--- config.mk ---
export PLATFORM = sky130hd
export DESIGN_NAME = command_frame_to_dual_motor_drive
export DESIGN_NICKNAME = d
export VERILOG_FILES = /design/src/design/cfmd_pkg.sv /design/src/design/cfmd_drive.sv /design/src/design/command_frame_to_dual_motor_drive.sv
export SDC_FILE = /design/constraint.sdc
export NUM_CORES = 1
export LEC_CHECK = 0
export BUFFER_PORTS_ARGS = -buffer_cell sky130_fd_sc_hd__buf_2
export CORE_MARGIN = 10
export CORE_UTILIZATION = 43
export DETAILED_ROUTE_END_ITERATION = 10
export PLACE_DENSITY = 0.65
export SLEW_MARGIN = 0
export SYNTH_ARGS = -nofsm -noshare
export SYNTH_HDL_FRONTEND = slang
export SYNTH_SLANG_ARGS = --single-unit
export TNS_END_PERCENT = 100
--- constraint.sdc ---
create_clock -name clk -period 4.9 [get_ports clk]
set_input_delay 0.98 -clock clk [delete_from_list [all_inputs] [get_ports clk]]
set_output_delay 0.98 -clock clk [all_outputs]
set_load 0.005 [all_outputs]
--- src/design/cfmd_pkg.sv ---
// Shared types and constants for the command frame to dual motor drive block.
package cfmd_pkg;

    localparam int BUF_BYTES = 4;
    localparam int CNT_W     = $clog2(BUF_BYTES + 1);
    localparam int IDX_W     = $clog2(BUF_BYTES);
    localparam int DUTY_W    = 12;
    localparam int SCALE_W   = 5;
    localparam int PROD_W    = 8 + SCALE_W;

    localparam logic [7:0]         FRAME_END     = 8'h0A;
    localparam logic [15:0]        CODE_LEFT_Y   = 16'h4C59;
    localparam logic [15:0]        CODE_RIGHT_Y  = 16'h5259;
    localparam logic [7:0]         CENTER_VALUE  = 8'd128;
    localparam logic [7:0]         DEFLECT_BASE  = 8'd127;
    localparam logic [7:0]         STICK_RESET   = 8'd127;
    localparam logic [SCALE_W-1:0] SCALE_RESET   = 5'd16;

    typedef enum logic [0:0] {
        CFG_MOTOR_ENABLE = 1'b0,
        CFG_DUTY_SCALE   = 1'b1
    } cfg_reg_t;

    typedef struct packed {
        logic              forward;
        logic [DUTY_W-1:0] duty;
    } drive_t;

endpackage

--- src/design/cfmd_drive.sv ---
// Stick to bridge direction and PWM duty conversion for one motor.
module cfmd_drive
    import cfmd_pkg::*;
(
    input  logic [7:0]         stick,
    input  logic [SCALE_W-1:0] scale,
    input  logic               dir_now,
    output drive_t             drive
);

    logic [7:0]        inv;
    logic [7:0]        defl;
    logic [PROD_W-1:0] prod;

    always_comb
    begin
        inv           = ~stick;
        defl          = 8'd0;
        drive.forward = dir_now;
        priority if (inv == CENTER_VALUE)
        begin
            // centered: keep direction, zero duty
            drive.forward = dir_now;
        end
        else if (inv > CENTER_VALUE)
        begin
            drive.forward = 1'b1;
            defl          = inv - DEFLECT_BASE;
        end
        else if (inv == DEFLECT_BASE)
        begin
            // reverse wrap case: clamp to zero
            drive.forward = 1'b0;
        end
        else
        begin
            drive.forward = 1'b0;
            defl          = (DEFLECT_BASE - 8'd1) - inv;
        end
        prod       = {{SCALE_W{1'b0}}, defl} * {8'd0, scale};
        drive.duty = prod[DUTY_W-1:0];
    end

endmodule

--- src/design/command_frame_to_dual_motor_drive.sv ---
// Top level: frame collector, stick decode and dual motor drive outputs.
//
// Each received byte on the slave stream yields exactly one output word with both
// bridge directions, both PWM duties and a frame-end flag. On its way out, a byte is
// stored into the frame buffer when accepted, or decodes the frame on newline,
// and marks the first stage valid; once the output side can take a word, the first
// stage runs both stick-to-duty converters (one 8x5 multiply each) and loads the
// drive registers, and the word is offered on the master side from then on. A new
// byte is accepted every cycle while the master side keeps taking words. With motor
// drive disabled, the sticks still follow frames but the drive registers hold.
module command_frame_to_dual_motor_drive
    import cfmd_pkg::*;
(
    input  logic               clk,
    input  logic               rst_n,
    input  logic               s_tvalid,
    output logic               s_tready,
    input  logic [7:0]         s_tdata,    // [7:0] rx_byte
    output logic               m_tvalid,
    input  logic               m_tready,
    output logic [31:0]        m_tdata,    // [0] left_forward, [12:1] left_duty,
                                           // [13] right_forward, [25:14] right_duty,
                                           // [26] frame_done, [31:27] zero
    input  logic               cfg_we,
    input  logic [0:0]         cfg_index,
    input  logic [SCALE_W-1:0] cfg_wdata
);

    logic [7:0]         buf_reg [BUF_BYTES];
    logic [CNT_W-1:0]   count_reg;
    logic [7:0]         left_stick_reg;
    logic [7:0]         right_stick_reg;
    logic               enable_reg;
    logic [SCALE_W-1:0] scale_reg;

    logic               s1_valid_reg;
    logic               s1_done_reg;
    logic               out_valid_reg;
    logic               done_reg;
    drive_t             left_reg;
    drive_t             right_reg;

    drive_t             left_next;
    drive_t             right_next;
    logic               out_ready;
    logic               s1_ready;
    logic               in_fire;
    logic               s1_move;
    logic               is_end;
    logic [15:0]        code;

    assign out_ready = !out_valid_reg || m_tready;
    assign s1_ready  = !s1_valid_reg || out_ready;
    assign s_tready  = s1_ready;
    assign in_fire   = s_tvalid && s_tready;
    assign s1_move   = s1_valid_reg && out_ready;
    assign is_end    = (s_tdata == FRAME_END);
    assign code      = {buf_reg[0], buf_reg[1]};

    // configuration
    always_ff @(posedge clk or negedge rst_n)
    begin
        if (!rst_n)
        begin
            enable_reg <= 1'b1;
            scale_reg  <= SCALE_RESET;
        end
        else if (cfg_we)
        begin
            unique case (cfg_reg_t'(cfg_index))
                CFG_MOTOR_ENABLE: enable_reg <= cfg_wdata[0];
                CFG_DUTY_SCALE:   scale_reg  <= cfg_wdata;
            endcase
        end
    end

    // frame collection and stick decode
    always_ff @(posedge clk or negedge rst_n)
    begin
        if (!rst_n)
        begin
            for (int i = 0; i < BUF_BYTES; i++)
            begin
                buf_reg[i] <= 8'd0;
            end
            count_reg       <= '0;
            left_stick_reg  <= STICK_RESET;
            right_stick_reg <= STICK_RESET;
        end
        else if (in_fire)
        begin
            if (!is_end)
            begin
                // drop bytes once the buffer is full
                if (count_reg < CNT_W'(BUF_BYTES))
                begin
                    buf_reg[count_reg[IDX_W-1:0]] <= s_tdata;
                    count_reg                     <= count_reg + CNT_W'(1);
                end
            end
            else
            begin
                if (code == CODE_LEFT_Y)
                begin
                    left_stick_reg <= buf_reg[2];
                end
                if (code == CODE_RIGHT_Y)
                begin
                    right_stick_reg <= buf_reg[2];
                end
                count_reg <= '0;
            end
        end
    end

    // first stage: sticks in the registers already reflect this word
    always_ff @(posedge clk or negedge rst_n)
    begin
        if (!rst_n)
        begin
            s1_valid_reg <= 1'b0;
            s1_done_reg  <= 1'b0;
        end
        else if (s1_ready)
        begin
            s1_valid_reg <= in_fire;
            s1_done_reg  <= in_fire && is_end;
        end
    end

    cfmd_drive u_left_drive (
        .stick   (left_stick_reg),
        .scale   (scale_reg),
        .dir_now (left_reg.forward),
        .drive   (left_next)
    );

    cfmd_drive u_right_drive (
        .stick   (right_stick_reg),
        .scale   (scale_reg),
        .dir_now (right_reg.forward),
        .drive   (right_next)
    );

    // output stage: drive registers double as the result word
    always_ff @(posedge clk or negedge rst_n)
    begin
        if (!rst_n)
        begin
            out_valid_reg <= 1'b0;
            done_reg      <= 1'b0;
            left_reg      <= '0;
            right_reg     <= '0;
        end
        else if (out_ready)
        begin
            out_valid_reg <= s1_valid_reg;
            if (s1_valid_reg)
            begin
                done_reg <= s1_done_reg;
                if (enable_reg)
                begin
                    left_reg  <= left_next;
                    right_reg <= right_next;
                end
            end
        end
    end

    assign m_tvalid = out_valid_reg;
    assign m_tdata  = {5'd0, done_reg, right_reg.duty, right_reg.forward,
                       left_reg.duty, left_reg.forward};

    a_count_bound: assert property (@(posedge clk) disable iff (!rst_n)
        count_reg <= CNT_W'(BUF_BYTES))
        else $error("byte count above buffer size");

    a_end_clears: assert property (@(posedge clk) disable iff (!rst_n)
        (in_fire && is_end) |=> (count_reg == '0))
        else $error("newline did not clear byte count");

    a_done_count: assert property (@(posedge clk) disable iff (!rst_n)
        (s1_valid_reg && s1_done_reg) |-> (count_reg == '0))
        else $error("frame end in flight with nonzero count");

    a_hold_disabled: assert property (@(posedge clk) disable iff (!rst_n)
        (s1_move && !enable_reg) |=> ($stable(left_reg) && $stable(right_reg)))
        else $error("drive changed while motor drive disabled");

endmodule
==> results of run 1 <==
==> layer usage <==
layer  global-route usage  vias up
met5                    0        -
li1                     -     2157
met2                0.221       71
met4               0.0451        0
met3               0.0320       20
met1                0.170     2110
==> Yosys cell counts, types with 12 or more instances <==
master,n
dfstp_2,16
inv_1,55
nor2_1,17
xnor2_1,20
a21oi_1,15
fa_1,34
and2_1,55
ha_1,48
dfrtp_1,63
clkbuf_1,12
o21ai_0,24
nand3_1,12
mux2_2,56
nand2_1,45
==> worst max path at each step <==
stage,to,slack [ns],cells after the start
2_1_floorplan,m_tdata[22]$_DFFE_PN0P_,0.03,19
3_3_place_gp,m_tdata[12]$_DFFE_PN0P_,0.09,18
3_5_place_dp,m_tdata[25]$_DFFE_PN0P_,-0.04,17
4_1_cts,m_tdata[25]$_DFFE_PN0P_,0.004,18
5_1_grt,m_tdata[22]$_DFFE_PN0P_,-0.06,18
6_report,m_tdata[22]$_DFFE_PN0P_,0.12,18
==> cell type report <==
type,instances,area (um^2)
timing repair buffer,68,395
clock inverter,7,86.3
clock buffer,9,225
inverter,56,210
tap,180,225
multi-input combinational,441,4040
fill,1262,6760
sequential,79,2000
==> metrics by stage <==
stage / hold WS, ns / total power (W) / TNS [ns] / cell area, um^2
2_1_floorplan: 0.449 / 0.00116 / 0 / 6240
3_3_place_gp: 0.456 / 0.00129 / 0 / 6670
3_5_place_dp: 0.465 / 0.00131 / -0.0601 / 6670
4_1_cts: 0.480 / 0.00204 / 0 / 6990
5_1_grt: 0.495 / 0.00213 / -0.112 / 7170
6_report: 0.472 / 0.00201 / 0 / 7170
==> cell families (layout without fill, tap and decap cells) <==
| kind of cell | count (synthesis) | count (layout) |
|---|---|---|
| buffers and inverters | 82 | 140 |
| muxes | 60 | 60 |
| AOI/OAI and AO/OA | 79 | 79 |
| other | 1 | 5 |
| and+or+nand+nor | 190 | 190 |
| DFF | 79 | 79 |
| adders and majority gates | 82 | 82 |
| xor gates and xnor gates | 25 | 25 |
==> worst reg2reg max path, cell delays in order (launching register included) <==
cell and delay, ns:
dfstp_2 0.37, inv_2 0.07, ha_4 0.13, or3b_4 0.40, o41ai_4 0.38, mux2_4 0.23, nor2_2 0.05, and2_1 0.16
fa_1 0.49, inv_2 0.04, fa_1 0.52, inv_1 0.05, fa_1 0.50, ha_4 0.31, a21o_1 0.11, a21o_1 0.21
a21oi_2 0.10, or4b_4 0.52, nand3_2 0.08
==> power by group through the flow <==
stage / logic (W) / registers [W] / clock network [W]
after floorplan: 0.000271 / 0.000893 / 0
after global placement: 0.000350 / 0.000939 / 0
after detailed placement: 0.000363 / 0.000950 / 0
after CTS: 0.000367 / 0.000939 / 0.000734
after global routing: 0.000414 / 0.000958 / 0.000754
final: 0.000363 / 0.000936 / 0.000710
==> what timing repair did <==
item,4_1_cts,5_1_grt
pin swaps,0,15
resized for setup,3,32
setup buffers,0,5
endpoints found under the setup margin,3,10
==> flow_summary.json, run 1 <==
{
  "slew_headroom": 0.326,
  "m1WireLength_um": 6090,
  "ant_nets": 0,
  "grt_max_degree": 80,
  "tightest_slew_ns": 1.01,
  "synth_async_sr_flop_share": 1.00,
  "wl_met3_um": 477,
  "drt_iter0_drc": 159,
  "synth-simple-area-share": 0.181,
  "synth_xor_area_frac": 0.0356,
  "switching_share": 0.299,
  "drcViolationCount": 0,
  "syn-cell-area_um2": 6150,
  "nets": 756,
  "synth_ff_type": "dfrtp_1",
  "cp-end-kind": "register",
  "r2r_slack_ns": 0.12,
  "antenna_found_initial": 0,
  "fin_skew_ns": 0.0133,
  "htreeDepth": 3,
  "wirelength_um": 13000,
  "hold_buffers": 0,
  "layout_common_cells": "dfrtp_1, mux2_2, and2_1, inv_1, buf_2",
  "core_um2": 13900,
  "final_hold_viol_count": 0,
  "ir_drop_mv": 0.369,
  "whs_path_depth": 2,
  "hp-class": "register to register",
  "rsz0062_at_grt": "true",
  "synthCells": 598,
  "setup_ws_ns": 0.119,
  "clk_path_buf_depth": 2,
  "syn_to_final_growth_pct": 16.7,
  "viasPerCell": 5.19,
  "dp.cells": 819,
  "initial_core_util": 0.441,
  "pwr-share-comb": 0.181,
  "dp_hpwl_um": 10000,
  "fmax_mhz": 209,
  "synth.area.mux_share": 0.109,
  "highest_layer": "met4",
  "critPathArrivalTime_ns": 5.07,
  "synth-compound-area-share": 0.0824,
  "ios": 53,
  "p_sw_w": 0.000600,
  "synth.distinct_cells": 61,
  "cp_common_cell": "fa_1",
  "rows": 43,
  "cts.sinks": 79,
  "cts-root-buf": "clkbuf_16",
  "cts_tree": "done",
  "yosysTopAreaCell": "dfrtp_1",
  "cellLeakagePower_nw": 3.44,
  "cap_violations": 0,
  "synth_area_leaders": "dfrtp_1, fa_1, mux2_2",
  "synthAdderAreaFrac": 0.208,
  "drv_slew": 0,
  "crit_fanout": 4,
  "crit_path_top_delay_cell": "fa_1",
  "grt_pass1_vias": 4532,
  "firstDrtPassIters": 4,
  "synth_top_area_frac": 0.256,
  "dpl_worst_slack_ns": -0.0408,
  "reg2regPathDepth": 18,
  "syn_area_per_cell_um2": 10.3,
  "min_period_ns": 4.78,
  "grt_pass1_wl_um": 22100,
  "power_density_nw_per_um2": 280,
  "gp_congestion": 0.864,
  "n_antenna_cell": 0,
  "largest_register_ffs": 26,
  "worstHoldEndpoint": "m_tdata[5]$_DFFE_PN0P_",
  "fin_cells": 840,
  "pwr-share-seq": 0.466,
  "finalSetupViolCount": 0,
  "synth_edf_count": 0,
  "overflow": 0,
  "ys_seq_elements": 79,
  "cp_cell_sequence": "inv_2 > ha_4 > or3b_4 > o41ai_4 > mux2_4 > nor2_2 > and2_1 > fa_1 > inv_2 > fa_1 > inv_1 > fa_1 > ha_4 > a21o_1 > a21o_1 > a21oi_2 > or4b_4 > nand3_2",
  "die-area_um2": 19500,
  "reg2reg_to": "m_tdata[22]$_DFFE_PN0P_",
  "wire_per_inst_um": 15.4,
  "crit_required_ns": 5.19,
  "crit_start": "right_stick_reg[0]$_DFFE_PN1P_",
  "crit_type": "register to register",
  "final_common_cell": "dfrtp_1",
  "start_kind": "register",
  "die_x_um": 140,
  "slowest_delay_ns": 0.52,
  "timing.final.crit_share": 0.976,
  "cp_top_family": "adder cells",
  "io_buffer_count": 47,
  "hold_path_startpoint": "m_tdata[5]$_DFFE_PN0P_",
  "pwr-share-clk": 0.353,
  "die_y_um": 140,
  "dr_wl_met2_um": 6170,
  "grtUsageTotal": 0.135,
  "cp_num_buf_inv": 3,
  "cts_buffers": 9,
  "post-route-util": 0.515,
  "yosysSeqAreaShare": 0.325,
  "status": "finished, final reports clean",
  "timing.rr.start": "right_stick_reg[0]$_DFFE_PN1P_",
  "synth_top_family_by_area": "adder cells",
  "drive_gt1_frac": 0.309,
  "path_clk_slew_ns": 0.07,
  "yosysWarnings": 0,
  "internal_power_w": 0.00141,
  "clock_latency_ns": 0.35,
  "dr_total_vias": 4358
}
(Power assumes the default switching activity.)
==> run 2: changes to the inputs <==
--- a/config.mk
+++ b/config.mk
@@ -6,7 +6,7 @@
 export NUM_CORES = 1
 export LEC_CHECK = 0
 export BUFFER_PORTS_ARGS = -buffer_cell sky130_fd_sc_hd__buf_2
-export CORE_MARGIN = 10
+export CORE_MARGIN = 3
 export CORE_UTILIZATION = 43
 export DETAILED_ROUTE_END_ITERATION = 10
 export PLACE_DENSITY = 0.65
==> run 2 against run 1 <==
Critical path depth unchanged. Worst setup slack better by 0.0030 ns. Flip-flop and latch count unchanged. Final area is essentially flat. Clock skew decreased by 0.0038 ns. Largest cell class unchanged. Sequential share of layout area hardly changed. Fmax hardly changed. Register-to-register slack is essentially flat. Combinational power is 1% lower.
==> flow_summary.json, run 2 (synthesis gave the netlist of run 1 again) <==
{
  "setup_ws_ns": 0.122,
  "grt_max_degree": 80,
  "syn_to_final_growth_pct": 16.7,
  "final_common_cell": "dfrtp_1",
  "crit_fanout": 4,
  "critPathArrivalTime_ns": 5.06,
  "overflow": 0,
  "path_clk_slew_ns": 0.07,
  "clock_latency_ns": 0.35,
  "ios": 53,
  "dpl_worst_slack_ns": -0.0765,
  "wirelength_um": 12400,
  "ant_nets": 0,
  "cp_common_cell": "fa_1",
  "crit_required_ns": 5.18,
  "die-area_um2": 15800,
  "status": "finished, final reports clean",
  "cts_tree": "done",
  "fin_area_um2": 7180,
  "slowest_delay_ns": 0.53,
  "dpl_cell_area_um2": 6670,
  "core_um2": 13900,
  "viasPerCell": 5.19,
  "die_y_um": 126,
  "drt_iter0_drc": 189,
  "tightest_slew_ns": 1.00,
  "drive_gt1_frac": 0.306,
  "nets": 760,
  "final.fill_count": 1257,
  "initial_core_util": 0.441,
  "finalSetupViolCount": 0,
  "cellLeakagePower_nw": 3.47,
  "largest_register_ffs": 26,
  "crit_type": "register to register",
  "layout_common_cells": "dfrtp_1, mux2_2, and2_1, inv_1, buf_2",
  "rsz0062_at_grt": "true",
  "fin_skew_ns": 0.00956,
  "antenna_found_initial": 0,
  "cts-root-buf": "clkbuf_16",
  "final_hold_viol_count": 0,
  "io_buffer_count": 47,
  "firstDrtPassIters": 4,
  "n_antenna_cell": 0,
  "hp-class": "register to register",
  "cp-end-kind": "register",
  "grt_pass1_vias": 4401,
  "dp_hpwl_um": 9370,
  "slew_headroom": 0.330,
  "cts_buffers": 9,
  "rows": 43,
  "grt_pass1_wl_um": 21100,
  "whs_ns": 0.474,
  "post-route-util": 0.515,
  "clk_path_buf_depth": 2,
  "dr_total_vias": 4383,
  "hold_buffers": 0,
  "cp_cell_sequence": "inv_2 > ha_4 > or3b_4 > or4_4 > nand3b_1 > a21oi_2 > and2_4 > fa_1 > inv_2 > fa_1 > inv_1 > fa_1 > ha_4 > a21o_1 > a21o_1 > a21oi_2 > or4b_4 > nand3_2",
  "power.total_w": 0.00194,
  "power_density_nw_per_um2": 270,
  "cap_violations": 0,
  "cts.sinks": 79,
  "drv_slew": 0,
  "ir_drop_mv": 0.285,
  "start_kind": "register",
  "die_x_um": 126,
  "htreeDepth": 3,
  "grtUsageTotal": 0.162,
  "wire_per_inst_um": 14.6,
  "min_period_ns": 4.78,
  "crit_path_top_delay_cell": "fa_1",
  "timing.final.crit_share": 0.975,
  "gp_congestion": 0.858,
  "fmax_mhz": 209,
  "drcViolationCount": 0
}
[run 2: cell types whose count changed in the layout (fill, tap and decap cells not counted), sizes merged]
cell      previous run  this run
bufinv               1         0
buf                 68        72
clkinvlp             1         2
[run 2: metal layers]
metal / vias up / global-route usage / share of wire
li1: 2164 / - / -
met3: 16 / 0.0346 / 0.037
met1: 2126 / 0.216 / 0.46
met2: 77 / 0.261 / 0.49
met4: 0 / 0.0574 / 0.019
met5: - / 0 / 0
[run 2: stage by stage]
| stage | instances | setup TNS, ns |
|---|---|---|
| final | 844 | 0 |
| after global placement | 819 | 0 |
| after global routing | 844 | -0.204 |
| after CTS | 838 | 0 |
| after detailed placement | 819 | -0.0827 |
| after floorplan | 602 | 0 |
[run 2: critical path: cells and delay by family (launching register included)]
kind | cells | cell delay (ns)
compound gates | 4 | 0.48
flops | 1 | 0.37
fa+ha+maj | 5 | 1.93
buf+inv | 3 | 0.16
simple gates | 6 | 1.76
[run 2: worst paths after layout]
path | startpoint | cells after the start | slack (ns) | to
max in group asynchronous | rst_n | 1 | 3.44 | buf_reg[28]$_DFFE_PN0P_
max | right_stick_reg[0]$_DFFE_PN1P_ | 18 | 0.12 | m_tdata[22]$_DFFE_PN0P_
max reg2reg | right_stick_reg[0]$_DFFE_PN1P_ | 18 | 0.12 | m_tdata[22]$_DFFE_PN0P_
min | m_tdata[6]$_DFFE_PN0P_ | 2 | 0.47 | m_tdata[6]$_DFFE_PN0P_
min in group asynchronous | rst_n | 1 | 0.79 | m_tdata[9]$_DFFE_PN0P_
min reg2reg | m_tdata[6]$_DFFE_PN0P_ | 2 | 0.47 | m_tdata[6]$_DFFE_PN0P_
[run 2: repair_timing]
| action | in CTS | in global routing |
|---|---|---|
| pin swaps | 3 | 16 |
| endpoints found under the setup margin | 3 | 10 |
| hold endpoints to repair | 0 | 0 |
| gates cloned | 0 | 0 |
| buffers inserted | 3 | 6 |
| gates resized for setup | 4 | 26 |
[run 2: layout make-up]
class / instances / area, um^2 / share of cell area
Timing Repair Buffer: 72 / 425 / 0.0593
Clock inverter: 7 / 63.8 / 0.00889
Multi-Input combinational cell: 441 / 4030 / 0.562
Sequential cell: 79 / 2000 / 0.278
Clock buffer: 9 / 225 / 0.0314
Tap cell: 180 / 225 / 0.0314
Inverter: 56 / 210 / 0.0293
[run 2: power breakdown]
part           switching [W]  internal [W]
Sequential          0.000128      0.000806
Combinational       0.000162      0.000196
Clock               0.000293      0.000354
Total               0.000582       0.00136
==> run 3: changes to the inputs <==
--- a/config.mk
+++ b/config.mk
@@ -9,7 +9,7 @@
 export CORE_MARGIN = 3
 export CORE_UTILIZATION = 43
 export DETAILED_ROUTE_END_ITERATION = 10
-export PLACE_DENSITY = 0.65
+export RECOVER_POWER = 25
 export SLEW_MARGIN = 0
 export SYNTH_ARGS = -nofsm -noshare
 export SYNTH_HDL_FRONTEND = slang
==> run 3 against run 2 <==
The flow now finishes with violations (capacitance limit, slew limit). Combinational power is 1% higher. First-iteration DRC count is 4.2% higher. Sequential power hardly changed. Highest routed layer unchanged.
==> flow_summary.json, run 3 (synthesis gave the netlist of run 1 again) <==
{
  "grt_pass1_vias": 4406,
  "internal_power_w": 0.00136,
  "reg2reg_to": "m_tdata[22]$_DFFE_PN0P_",
  "crit_start": "right_stick_reg[1]$_DFFE_PN1P_",
  "path_clk_slew_ns": 0.07,
  "crit_required_ns": 5.20,
  "multi_input_area_um2": 4050,
  "ant_nets": 0,
  "critPathArrivalTime_ns": 5.13,
  "grt_max_degree": 50,
  "ir_drop_mv": 0.271,
  "setup_ws_ns": 0.0700,
  "busiest_layer": "met2",
  "cp_cell_sequence": "inv_2 > ha_4 > or3b_4 > buf_6 > o41ai_4 > mux2_4 > nor2_2 > and2_4 > fa_1 > inv_1 > fa_1 > inv_1 > fa_1 > ha_4 > a21o_1 > a21o_1 > a21oi_2 > or4b_4 > nand3_2",
  "rsz0062_at_grt": "true",
  "cellLeakagePower_nw": 3.48,
  "reg2regPathDepth": 19,
  "min_period_ns": 4.83,
  "pwr-share-comb": 0.186,
  "dr_total_vias": 4358,
  "wirelength_um": 12500,
  "viasPerCell": 5.13,
  "dpl_cell_area_um2": 6710,
  "gr-usage-met1": 0.226,
  "drt_iter0_drc": 197,
  "rows": 43,
  "firstDrtPassIters": 4,
  "drv_slew": 32,
  "crit_path_top_delay_cell": "or4b_4",
  "antenna_found_initial": 0,
  "crit_fanout": 4,
  "hp-class": "register to register",
  "power_density_nw_per_um2": 269,
  "fin_cells": 850,
  "grtUsageTotal": 0.164,
  "htreeDepth": 3,
  "final_hold_viol_count": 0,
  "die-area_um2": 15800,
  "grt_pass1_wl_um": 21100,
  "seqCellArea_um2": 2000,
  "pwr-share-clk": 0.333,
  "tightest_slew_ns": 1.78,
  "cp_common_cell": "fa_1",
  "finalSetupViolCount": 0,
  "status": "finished with violations",
  "cts-root-buf": "clkbuf_16",
  "layout_common_cells": "dfrtp_1, mux2_2, inv_1, and2_1",
  "grt_use_met3": 0.0355,
  "whs_ns": 0.474,
  "fin_area_um2": 7230,
  "ios": 53,
  "slowest_delay_ns": 0.51,
  "overflow": 0,
  "drcViolationCount": 0,
  "timing.rr.start": "right_stick_reg[1]$_DFFE_PN1P_",
  "timing.setup.tns_ns": 0,
  "initial_core_util": 0.441,
  "switching_share": 0.303,
  "final.fill_count": 1264,
  "fmax_mhz": 207,
  "cp_num_buf_inv": 4,
  "p_sw_w": 0.000589,
  "clock_latency_ns": 0.35,
  "cts.sinks": 79,
  "wire_per_inst_um": 14.7,
  "worst-path-stages": 19,
  "dp.cells": 824,
  "drive_gt1_frac": 0.310,
  "met2_usage": 0.260,
  "start_kind": "register",
  "cts_tree": "done",
  "slew_headroom": -0.187,
  "clk_path_buf_depth": 2,
  "r2r_slack_ns": 0.07,
  "crit_type": "register to register",
  "gp_congestion": 0.838,
  "nets": 766,
  "pwr-share-seq": 0.481,
  "n_antenna_cell": 0,
  "timing.final.crit_share": 0.986,
  "final_common_cell": "dfrtp_1",
  "dp_hpwl_um": 9400,
  "cp-end-kind": "register",
  "dpl_worst_slack_ns": -0.00652,
  "die_x_um": 126,
  "core_um2": 13900,
  "fin_skew_ns": 0.00899,
  "die_y_um": 126,
  "cap_violations": 1,
  "setup.worst_path.end": "m_tdata[22]$_DFFE_PN0P_",
  "cts_buffers": 9,
  "io_buffer_count": 47,
  "syn_to_final_growth_pct": 17.6,
  "largest_register_ffs": 26,
  "cp_top_family": "adder cells",
  "violations": "capacitance limit, slew limit"
}
run 3: worst register-to-register path, cell delays in order, from the launching register on:
cell and delay, ns:
dfstp_2 0.38, inv_2 0.06, ha_4 0.13, or3b_4 0.39, buf_6 0.13, o41ai_4 0.35
mux2_4 0.23, nor2_2 0.05, and2_4 0.15, fa_1 0.50, inv_1 0.06, fa_1 0.50
inv_1 0.05, fa_1 0.50, ha_4 0.31, a21o_1 0.11, a21o_1 0.20, a21oi_2 0.09
or4b_4 0.51, nand3_2 0.07
run 3: repair_timing:
item | 4_1_cts | 5_1_grt
setup endpoints to repair | 1 | 10
gates resized for setup | 2 | 32
buffers inserted | 0 | 10
hold buffers | 0 | 0
pin swaps | 0 | 16
gates cloned | 0 | 0
run 3: power by group through the flow:
stage / sequential (W) / combinational, W / clock, W
floorplan: 0.000893 / 0.000271 / 0
global placement: 0.000940 / 0.000351 / 0
detailed placement: 0.000948 / 0.000365 / 0
CTS: 0.000937 / 0.000367 / 0.000669
global route: 0.000962 / 0.000407 / 0.000696
finish: 0.000935 / 0.000362 / 0.000649
run 3: cell type report:
type	instances	area share
inverter	56	0.0291
clock inverter	6	0.00744
sequential	79	0.276
tap	180	0.0312
multi-input combinational	441	0.560
timing repair buffer	78	0.0646
clock buffer	10	0.0317
run 3: how the worst min path moves through the flow:
stage                            startpoint                       to  slack, ns  cells after the start
finish              m_tdata[10]$_DFFE_PN0P_  m_tdata[10]$_DFFE_PN0P_       0.47                      2
global route        m_tdata[20]$_DFFE_PN0P_  m_tdata[20]$_DFFE_PN0P_       0.50                      2
CTS                 m_tdata[10]$_DFFE_PN0P_  m_tdata[10]$_DFFE_PN0P_       0.48                      2
detailed placement  m_tdata[19]$_DFFE_PN0P_  m_tdata[19]$_DFFE_PN0P_       0.47                      2
global placement    m_tdata[20]$_DFFE_PN0P_  m_tdata[20]$_DFFE_PN0P_       0.46                      2
floorplan              done_reg$_DFFE_PN0P_     done_reg$_DFFE_PN0P_       0.45                      2
run 3: metrics by stage:
stage                      util  total power [W]
after floorplan               -          0.00116
after global placement    0.481          0.00129
after detailed placement  0.481          0.00131
after CTS                 0.502          0.00197
after global routing      0.519          0.00207
final                     0.519          0.00195
run 3: per-layer routing:
metal / vias up / part of all wire / wire length (um)
li1: 2167 / - / -
met1: 2110 / 0.49 / 6060
met2: 71 / 0.47 / 5830
met3: 10 / 0.034 / 420
met4: 0 / 0.012 / 144
met5: - / 0 / 0
